<file path="src/hw/rtl/hnps_pkg.sv">
// Shared constants and types for the highest-note priority stack.
`timescale 1ns / 1ps
`default_nettype none

package hnps_pkg;

    // Number of distinct notes the stack can hold.
    localparam int DEPTH = 8;

    // Index width into the note store, and width of a count 0..DEPTH.
    localparam int AW = (DEPTH > 1) ? $clog2(DEPTH) : 1;
    localparam int CW = $clog2(DEPTH + 1);

    localparam int NOTE_W   = 7;
    localparam int OP_W     = 2;
    localparam int COUNT_W  = 4;
    localparam int S_DATA_W = 16;
    localparam int M_DATA_W = 16;

    typedef enum logic [OP_W-1:0] {
        OP_PUSH    = 2'd0,
        OP_RELEASE = 2'd1,
        OP_CLEAR   = 2'd2
    } t_opcode;

endpackage

`default_nettype wire

</file>
<file path="src/hw/rtl/hnps_ram.sv">
// Generic single-write, single-read RAM with registered read data.
`timescale 1ns / 1ps
`default_nettype none

module hnps_ram #(
    parameter int WIDTH = 8,
    parameter int DEPTH = 8
) (
    input  wire logic                                    i_clk,
    input  wire logic                                    i_we,
    input  wire logic [((DEPTH > 1) ? $clog2(DEPTH) : 1)-1:0] i_waddr,
    input  wire logic [WIDTH-1:0]                        i_wdata,
    input  wire logic [((DEPTH > 1) ? $clog2(DEPTH) : 1)-1:0] i_raddr,
    output logic      [WIDTH-1:0]                        o_rdata
);

    logic [WIDTH-1:0] r_mem [DEPTH];

    always_ff @(posedge i_clk) begin
        if (i_we) begin
            r_mem[i_waddr] <= i_wdata;
        end
        o_rdata <= r_mem[i_raddr];
    end

endmodule

`default_nettype wire

</file>
<file path="src/hw/rtl/highest_note_priority_stack.sv">
// A clear or an unused opcode goes straight to the result; a push or release first scans
// the held notes from the top, then may shift entries, and a push last writes its note.
// One item at a time: the next is accepted only once the result loads into the output
// register; a full output register holds the block until taken.
// Each scan or shift step reads the note RAM, whose read port is registered, then uses the data.
// Reset: i_rst_n (synchronous, active low) empties the stack and drops any pending result.
`timescale 1ns / 1ps
`default_nettype none

module highest_note_priority_stack
    import hnps_pkg::*;
(
    input  wire logic                i_clk,
    input  wire logic                i_rst_n,
    // Slave side, tdata: opcode [1:0], note [8:2], zero [15:9]
    input  wire logic                i_s_tvalid,
    output logic                     o_s_tready,
    input  wire logic [S_DATA_W-1:0] i_s_tdata,
    // Master side, tdata: top_valid [0], top_note [7:1], held_count [11:8], zero [15:12]
    output logic                     o_m_tvalid,
    input  wire logic                i_m_tready,
    output logic      [M_DATA_W-1:0] o_m_tdata
);

    typedef enum logic [2:0] {
        S_IDLE,
        S_SCAN_RD,
        S_SCAN_EV,
        S_INSERT,
        S_SHIFT_RD,
        S_SHIFT_WR,
        S_PUT,
        S_DONE
    } t_state;

    t_state              r_state, n_state;
    logic [OP_W-1:0]     r_op, n_op;
    logic [NOTE_W-1:0]   r_note, n_note;
    logic [CW-1:0]       r_total, n_total;
    logic [CW-1:0]       r_pos, n_pos;
    logic [CW-1:0]       r_idx, n_idx;
    logic                r_dir_up, n_dir_up;
    logic [NOTE_W-1:0]   r_top, n_top;
    logic                r_out_valid, n_out_valid;
    logic                r_out_top_valid, n_out_top_valid;
    logic [NOTE_W-1:0]   r_out_note, n_out_note;
    logic [CW-1:0]       r_out_count, n_out_count;

    logic                w_we;
    logic [AW-1:0]       w_waddr;
    logic [NOTE_W-1:0]   w_wdata;
    logic [AW-1:0]       w_raddr;
    logic [NOTE_W-1:0]   w_rdata;

    logic [CW-1:0]       w_pos_inc;
    logic [CW-1:0]       w_idx_inc;
    logic [CW-1:0]       w_idx_dec;
    logic [CW-1:0]       w_total_dec;
    logic [CW-1:0]       w_total_grow;
    logic                w_full;
    logic [31:0]         w_count_ext;

    hnps_ram #(
        .WIDTH (NOTE_W),
        .DEPTH (DEPTH)
    ) u_note_ram (
        .i_clk   (i_clk),
        .i_we    (w_we),
        .i_waddr (w_waddr),
        .i_wdata (w_wdata),
        .i_raddr (w_raddr),
        .o_rdata (w_rdata)
    );

    assign w_pos_inc    = CW'(r_pos + 1'b1);
    assign w_idx_inc    = CW'(r_idx + 1'b1);
    assign w_idx_dec    = CW'(r_idx - 1'b1);
    assign w_total_dec  = CW'(r_total - 1'b1);
    assign w_full       = (r_total == CW'(DEPTH));
    assign w_total_grow = w_full ? r_total : CW'(r_total + 1'b1);

    always_comb begin
        n_state         = r_state;
        n_op            = r_op;
        n_note          = r_note;
        n_total         = r_total;
        n_pos           = r_pos;
        n_idx           = r_idx;
        n_dir_up        = r_dir_up;
        n_out_valid     = r_out_valid;
        n_out_top_valid = r_out_top_valid;
        n_out_note      = r_out_note;
        n_out_count     = r_out_count;

        w_we    = 1'b0;
        w_waddr = r_idx[AW-1:0];
        w_wdata = w_rdata;
        w_raddr = r_pos[AW-1:0];

        // Drop the result once the downstream side takes it.
        if (i_m_tready) begin
            n_out_valid = 1'b0;
        end

        unique case (r_state)
            S_IDLE: begin
                if (i_s_tvalid) begin
                    n_op   = i_s_tdata[OP_W-1:0];
                    n_note = i_s_tdata[OP_W +: NOTE_W];
                    n_pos  = '0;
                    if (i_s_tdata[OP_W-1:0] == OP_PUSH) begin
                        n_state = (r_total == '0) ? S_INSERT : S_SCAN_RD;
                    end else if (i_s_tdata[OP_W-1:0] == OP_RELEASE) begin
                        n_state = (r_total == '0) ? S_DONE : S_SCAN_RD;
                    end else if (i_s_tdata[OP_W-1:0] == OP_CLEAR) begin
                        n_total = '0;
                        n_state = S_DONE;
                    end else begin
                        n_state = S_DONE;
                    end
                end
            end
            S_SCAN_RD: begin
                w_raddr = r_pos[AW-1:0];
                n_state = S_SCAN_EV;
            end
            S_SCAN_EV: begin
                if (r_op == OP_PUSH) begin
                    if (w_rdata == r_note) begin
                        n_state = S_DONE;
                    end else if (w_rdata < r_note) begin
                        n_state = S_INSERT;
                    end else begin
                        n_pos   = w_pos_inc;
                        n_state = (w_pos_inc == r_total) ? S_INSERT : S_SCAN_RD;
                    end
                end else begin
                    if (w_rdata == r_note) begin
                        // Close the gap: entries below move up one place.
                        n_total  = w_total_dec;
                        n_idx    = r_pos;
                        n_dir_up = 1'b1;
                        n_state  = (r_pos < w_total_dec) ? S_SHIFT_RD : S_DONE;
                    end else begin
                        n_pos   = w_pos_inc;
                        n_state = (w_pos_inc == r_total) ? S_DONE : S_SCAN_RD;
                    end
                end
            end
            S_INSERT: begin
                if (r_pos >= CW'(DEPTH)) begin
                    // Full and lower than every held note: ignore.
                    n_state = S_DONE;
                end else begin
                    n_total  = w_total_grow;
                    n_idx    = CW'(w_total_grow - 1'b1);
                    n_dir_up = 1'b0;
                    n_state  = (CW'(w_total_grow - 1'b1) > r_pos) ? S_SHIFT_RD : S_PUT;
                end
            end
            S_SHIFT_RD: begin
                w_raddr = r_dir_up ? w_idx_inc[AW-1:0] : w_idx_dec[AW-1:0];
                n_state = S_SHIFT_WR;
            end
            S_SHIFT_WR: begin
                w_we    = 1'b1;
                w_waddr = r_idx[AW-1:0];
                w_wdata = w_rdata;
                if (r_dir_up) begin
                    n_idx   = w_idx_inc;
                    n_state = (w_idx_inc < r_total) ? S_SHIFT_RD : S_DONE;
                end else begin
                    n_idx   = w_idx_dec;
                    n_state = (w_idx_dec > r_pos) ? S_SHIFT_RD : S_PUT;
                end
            end
            S_PUT: begin
                w_we    = 1'b1;
                w_waddr = r_pos[AW-1:0];
                w_wdata = r_note;
                n_state = S_DONE;
            end
            S_DONE: begin
                // Hold until the output register is free.
                if (!r_out_valid || i_m_tready) begin
                    n_out_valid     = 1'b1;
                    n_out_top_valid = (r_total != '0);
                    n_out_note      = (r_total != '0) ? r_top : '0;
                    n_out_count     = r_total;
                    n_state         = S_IDLE;
                end
            end
            default: begin
                n_state = S_IDLE;
            end
        endcase
    end

    // Mirror of entry zero, so the top note needs no extra RAM read.
    always_comb begin
        n_top = r_top;
        if (w_we && (w_waddr == '0)) begin
            n_top = w_wdata;
        end
    end

    always_ff @(posedge i_clk) begin
        if (!i_rst_n) begin
            r_state     <= S_IDLE;
            r_total     <= '0;
            r_out_valid <= 1'b0;
        end else begin
            r_state     <= n_state;
            r_total     <= n_total;
            r_out_valid <= n_out_valid;
        end
        r_op            <= n_op;
        r_note          <= n_note;
        r_pos           <= n_pos;
        r_idx           <= n_idx;
        r_dir_up        <= n_dir_up;
        r_top           <= n_top;
        r_out_top_valid <= n_out_top_valid;
        r_out_note      <= n_out_note;
        r_out_count     <= n_out_count;
    end

    assign w_count_ext = 32'(r_out_count);

    assign o_s_tready = (r_state == S_IDLE);
    assign o_m_tvalid = r_out_valid;
    assign o_m_tdata  = {
        (M_DATA_W - COUNT_W - NOTE_W - 1)'(0),
        w_count_ext[COUNT_W-1:0],
        r_out_note,
        r_out_top_valid
    };

    a_total_bound: assert property (@(posedge i_clk) disable iff (!i_rst_n)
        r_total <= CW'(DEPTH))
        else $error("held count exceeds stack depth");

    a_busy_after_accept: assert property (@(posedge i_clk) disable iff (!i_rst_n)
        (i_s_tvalid && o_s_tready) |=> !o_s_tready)
        else $error("accepted a second item while busy");

    a_result_consistent: assert property (@(posedge i_clk) disable iff (!i_rst_n)
        r_out_valid |-> (r_out_top_valid == (r_out_count != '0)))
        else $error("top valid disagrees with held count");

    a_write_in_range: assert property (@(posedge i_clk) disable iff (!i_rst_n)
        w_we |-> (CW'(w_waddr) < r_total))
        else $error("note write outside the held range");

    a_empty_top_zero: assert property (@(posedge i_clk) disable iff (!i_rst_n)
        (r_out_valid && !r_out_top_valid) |-> (r_out_note == '0))
        else $error("empty result carries a nonzero note");

endmodule

`default_nettype wire
</file>
<file path="config.mk">
export PLATFORM = sky130hd
export DESIGN_NAME = highest_note_priority_stack
export DESIGN_NICKNAME = d
export VERILOG_FILES = /design/src/hw/rtl/hnps_pkg.sv /design/src/hw/rtl/hnps_ram.sv /design/src/hw/rtl/highest_note_priority_stack.sv
export SDC_FILE = /design/constraint.sdc
export NUM_CORES = 1
export LEC_CHECK = 0
export BUFFER_PORTS_ARGS = -buffer_cell sky130_fd_sc_hd__clkbuf_2
export CORE_MARGIN = 5
export CORE_UTILIZATION = 40
export CTS_CLUSTER_SIZE = 10
export DETAILED_ROUTE_END_ITERATION = 10
export PLACE_DENSITY = 0.63
export SYNTH_ARGS = -nofsm -noshare
export SYNTH_HDL_FRONTEND = slang
export SYNTH_SLANG_ARGS = --single-unit
</file>
<file path="constraint.sdc">
create_clock -name i_clk -period 8.7 [get_ports i_clk]
set_clock_uncertainty 0.05 [all_clocks]
set_input_delay 1.74 -clock i_clk [delete_from_list [all_inputs] [get_ports i_clk]]
set_output_delay 1.74 -clock i_clk [all_outputs]
set_load 0.01 [all_outputs]
</file>
==> impl_metrics.ini <==
[status]
status = finished, final reports clean

[route]
route.detailed.drc = 0
dr.pass1.iters = 4
ant_nets = 0
wl_microns = 10690
drtIter0Drc = 181
detail_route.vias_per_cell = 5.196
wl_per_cell_microns = 17.21
vias = 3227

[sta]
drv_slew = 0
slew_headroom_pct = 19.02
timing.fmax_ghz = 0.2873
setup-violations-final = 0
worstMarginPinSlew_ns = 1.202
min_period_over_period_pct = 40.01
min_period_ns = 3.481
finalHoldViolations = 0
setup_tns_ns = 0
rsz0062_at_grt = no

[global_route]
gr-total-overflow = 0
grt_usage_pct = 13.99
grt_pass1_wl_microns = 17330
grt_pass1_vias = 3229
grt_max_degree = 30
antenna_found_initial = 0

[die]
core_sq_um = 13190
rows = 42
num_io_pins = 38
die_area_sq_um = 15840
start_util_pct = 40.70
die_w_microns = 125.9
die_h_microns = 125.9

[synthesis]
synth_cells = 420
ys.flop_type = edfxtp_1
synth.avg_cell_area_sq_um = 12.78
yosysWarnings = 0
yosys.area_share.simple_pct = 11.91
synth_edf_count = 93
synth_top_family_by_area = simple AND/OR/NAND/NOR gates
ys_seq_elements = 108
synthArstFlopShare_pct = 0
synthAdderAreaFrac_pct = 6.758
yosysSeqAreaShare_pct = 57.61
synth_cell_types = 55
synth-xor-area-share_pct = 2.936
synth_compound_area_share_pct = 7.900
syn_area_sq_um = 5369
synthMuxAreaShare_pct = 8.646

[worst_setup_path]
worstPathMaxFanout = 14
worstPathRequired_ns = 8.87
end_kind = flip-flop
crit_slowest_cell = dfxtp_1
max_stage_delay_ns = 0.62
cp-start-kind = flip-flop
crit_path_frequent_cell = inv_1
path_class = reg2reg
cp.arrival_ns = 3.65
crit_path_cell_trace = inv_1, ha_1, inv_1, nor2_1, nand2_1, xnor2_1, inv_1, ha_1, inv_1, ha_1, nor2b_1, o21a_1, o21a_1, o32ai_1, nor4_1, a21oi_1

[clock_tree]
cts.clk_slew.worst_paths_ns = 0.07
cts_made_buffers = 9
h-tree-depth = 3
cts-root-buf = clkbuf_16
cts_tree = built
cts_setup_buffers = 0
worstSkewPairLatency_ns = 0.34
post_cts_resize_count = 0
cts.sinks = 108
ctsLongestPathBuffers = 2
ctsHoldBuffers = 0

[power_and_ir_drop]
p_sw_w = 0.0007113
p_comb_share_pct = 38.8
internal_power_w = 0.001277
ir_drop_v = 0.0001511
swShare_pct = 35.77
cellPowerDensity_nw_per_um2 = 335.1
pwr-share-clk_pct = 20.9
p_seq_share_pct = 40.3
leakagePower_nw = 2.171

[final_layout]
antenna-diode-count = 0
drive_gt1_share_pct = 15.73
utilization_pct = 44.98
nets = 489
syn_to_final_growth_pct = 10.51

[hold_path]
hold_path_class = reg2reg

[placement]
dp_hpwl_microns = 7572
portBuffers = 26
globalplace.congestion = 0.8254

[run]
maxCapViolations = 0
[worst paths after layout]
kind               from       endpoint  slack (ns)  cells after the start
min reg2reg    r_top[2]  r_out_note[2]        0.49                      1
min            r_top[2]  r_out_note[2]        0.49                      1
max reg2reg  r_total[0]     r_state[1]        5.22                     16
max          r_total[0]     r_state[1]        5.22                     16
[Yosys cell counts, types with 3 or more instances]
| cell | n | share of area (%) |
|---|---|---|
| edfxtp_1 | 93 | 52 |
| ha_1 | 29 | 6.8 |
| inv_1 | 26 | 1.8 |
| nand2_1 | 26 | 1.8 |
| nor2_1 | 25 | 1.7 |
| o21ai_0 | 21 | 2.0 |
| nor2b_1 | 17 | 2.0 |
| dfxtp_1 | 15 | 5.6 |
| nand3_1 | 14 | 1.3 |
| xnor2_1 | 14 | 2.3 |
| a21oi_1 | 13 | 1.2 |
| clkbuf_1 | 13 | 0.91 |
| mux4_2 | 10 | 4.2 |
| nor3_1 | 10 | 0.93 |
| and2_1 | 8 | 0.93 |
| mux2_2 | 8 | 1.7 |
| a31oi_1 | 7 | 0.82 |
| buf_4 | 6 | 0.84 |
| nand2b_1 | 5 | 0.58 |
| mux4_1 | 4 | 2.0 |
| o21a_1 | 4 | 0.56 |
| xor2_1 | 4 | 0.65 |
| mux2i_1 | 3 | 0.56 |
[worst max-delay path, delay by kind of cell (launching register included)]
| kind | cells | cell delay (ns) |
|---|---|---|
| simple gates | 4 | 0.72 |
| xor+xnor | 1 | 0.20 |
| flops | 1 | 0.62 |
| compound gates | 4 | 0.43 |
| fa+ha+maj | 3 | 0.89 |
| buf+inv | 4 | 0.45 |
[power by group through the flow]
stage / combinational, W / sequential [W] / clock (W)
global route: 0.000869 / 0.000811 / 0.000449
finish: 0.000772 / 0.000801 / 0.000415
detailed placement: 0.000773 / 0.000811 / 0
CTS: 0.000782 / 0.000800 / 0.000429
global placement: 0.000753 / 0.000808 / 0
floorplan: 0.000618 / 0.000762 / 0
[metal layers]
metal | GRT usage, % | share of wire (%)
met5 | 0 | 0
met3 | 3.387 | 6.1
met2 | 23.13 | 49
met1 | 18.43 | 43
met4 | 4.101 | 1.6
[sequential cells by signal (all words and copies together) (netlist names)]
signal and cells:
o_m_tvalid 1, r_dir_up 1, r_idx 4, r_note 7, r_op 2, r_out_count 4
r_out_note 7, r_out_top_valid 1, r_pos 4, r_state 3, r_top 7, r_total 4
u_note_ram.o_rdata 7, u_note_ram.r_mem 56
[cells in the final DEF, fill, tap and decap left out, types with 4 or more instances in the layout]
cell type / count
edfxtp_1: 93
inv_1: 26
xnor2_1: 14
xor2_1: 4
a31oi_1: 7
nand3_1: 14
clkbuf_16: 9
nor2_1: 25
mux4_2: 10
and2_1: 8
o21a_1: 4
nor3_1: 10
o21ai_0: 21
ha_1: 29
nor2b_1: 17
mux4_1: 4
nand2_1: 26
nand2b_1: 5
dfxtp_1: 15
mux2_2: 8
a21oi_1: 13
clkbuf_2: 26
conb_1: 4
[area by class of cell]
class	count	area, sq um
multi-input cells	266	2063
repair buffers	29	152.6
clock buffers	10	229.0
inverters	26	97.59
clock inverters	6	77.57
fillers	1203	7257
flip-flops and latches	108	3093
well taps	176	220.2
[kinds of logic after synthesis]
family | Yosys count
adder cells (fa/ha/maj) | 29
XOR/XNOR | 18
multiplexers | 26
flip-flops | 108
AND/OR/NAND/NOR | 123
buffers and inverters | 49
other | 1
AO/OA/AOI/OAI | 66
[through the flow]
step	area, sq um	instances	power [W]	hold slack (ns)	worst slack (ns)
after floorplan	5380	423	0.001380	0.3564	5.712
after global placement	5627	605	0.001561	0.4769	5.327
after detailed placement	5627	605	0.001584	0.4751	5.273
after CTS	5933	621	0.002010	0.4937	5.275
after global routing	5933	621	0.002129	0.5173	4.941
final	5933	621	0.001988	0.4864	5.219
Note: power is estimated with default switching activity, not from simulation.
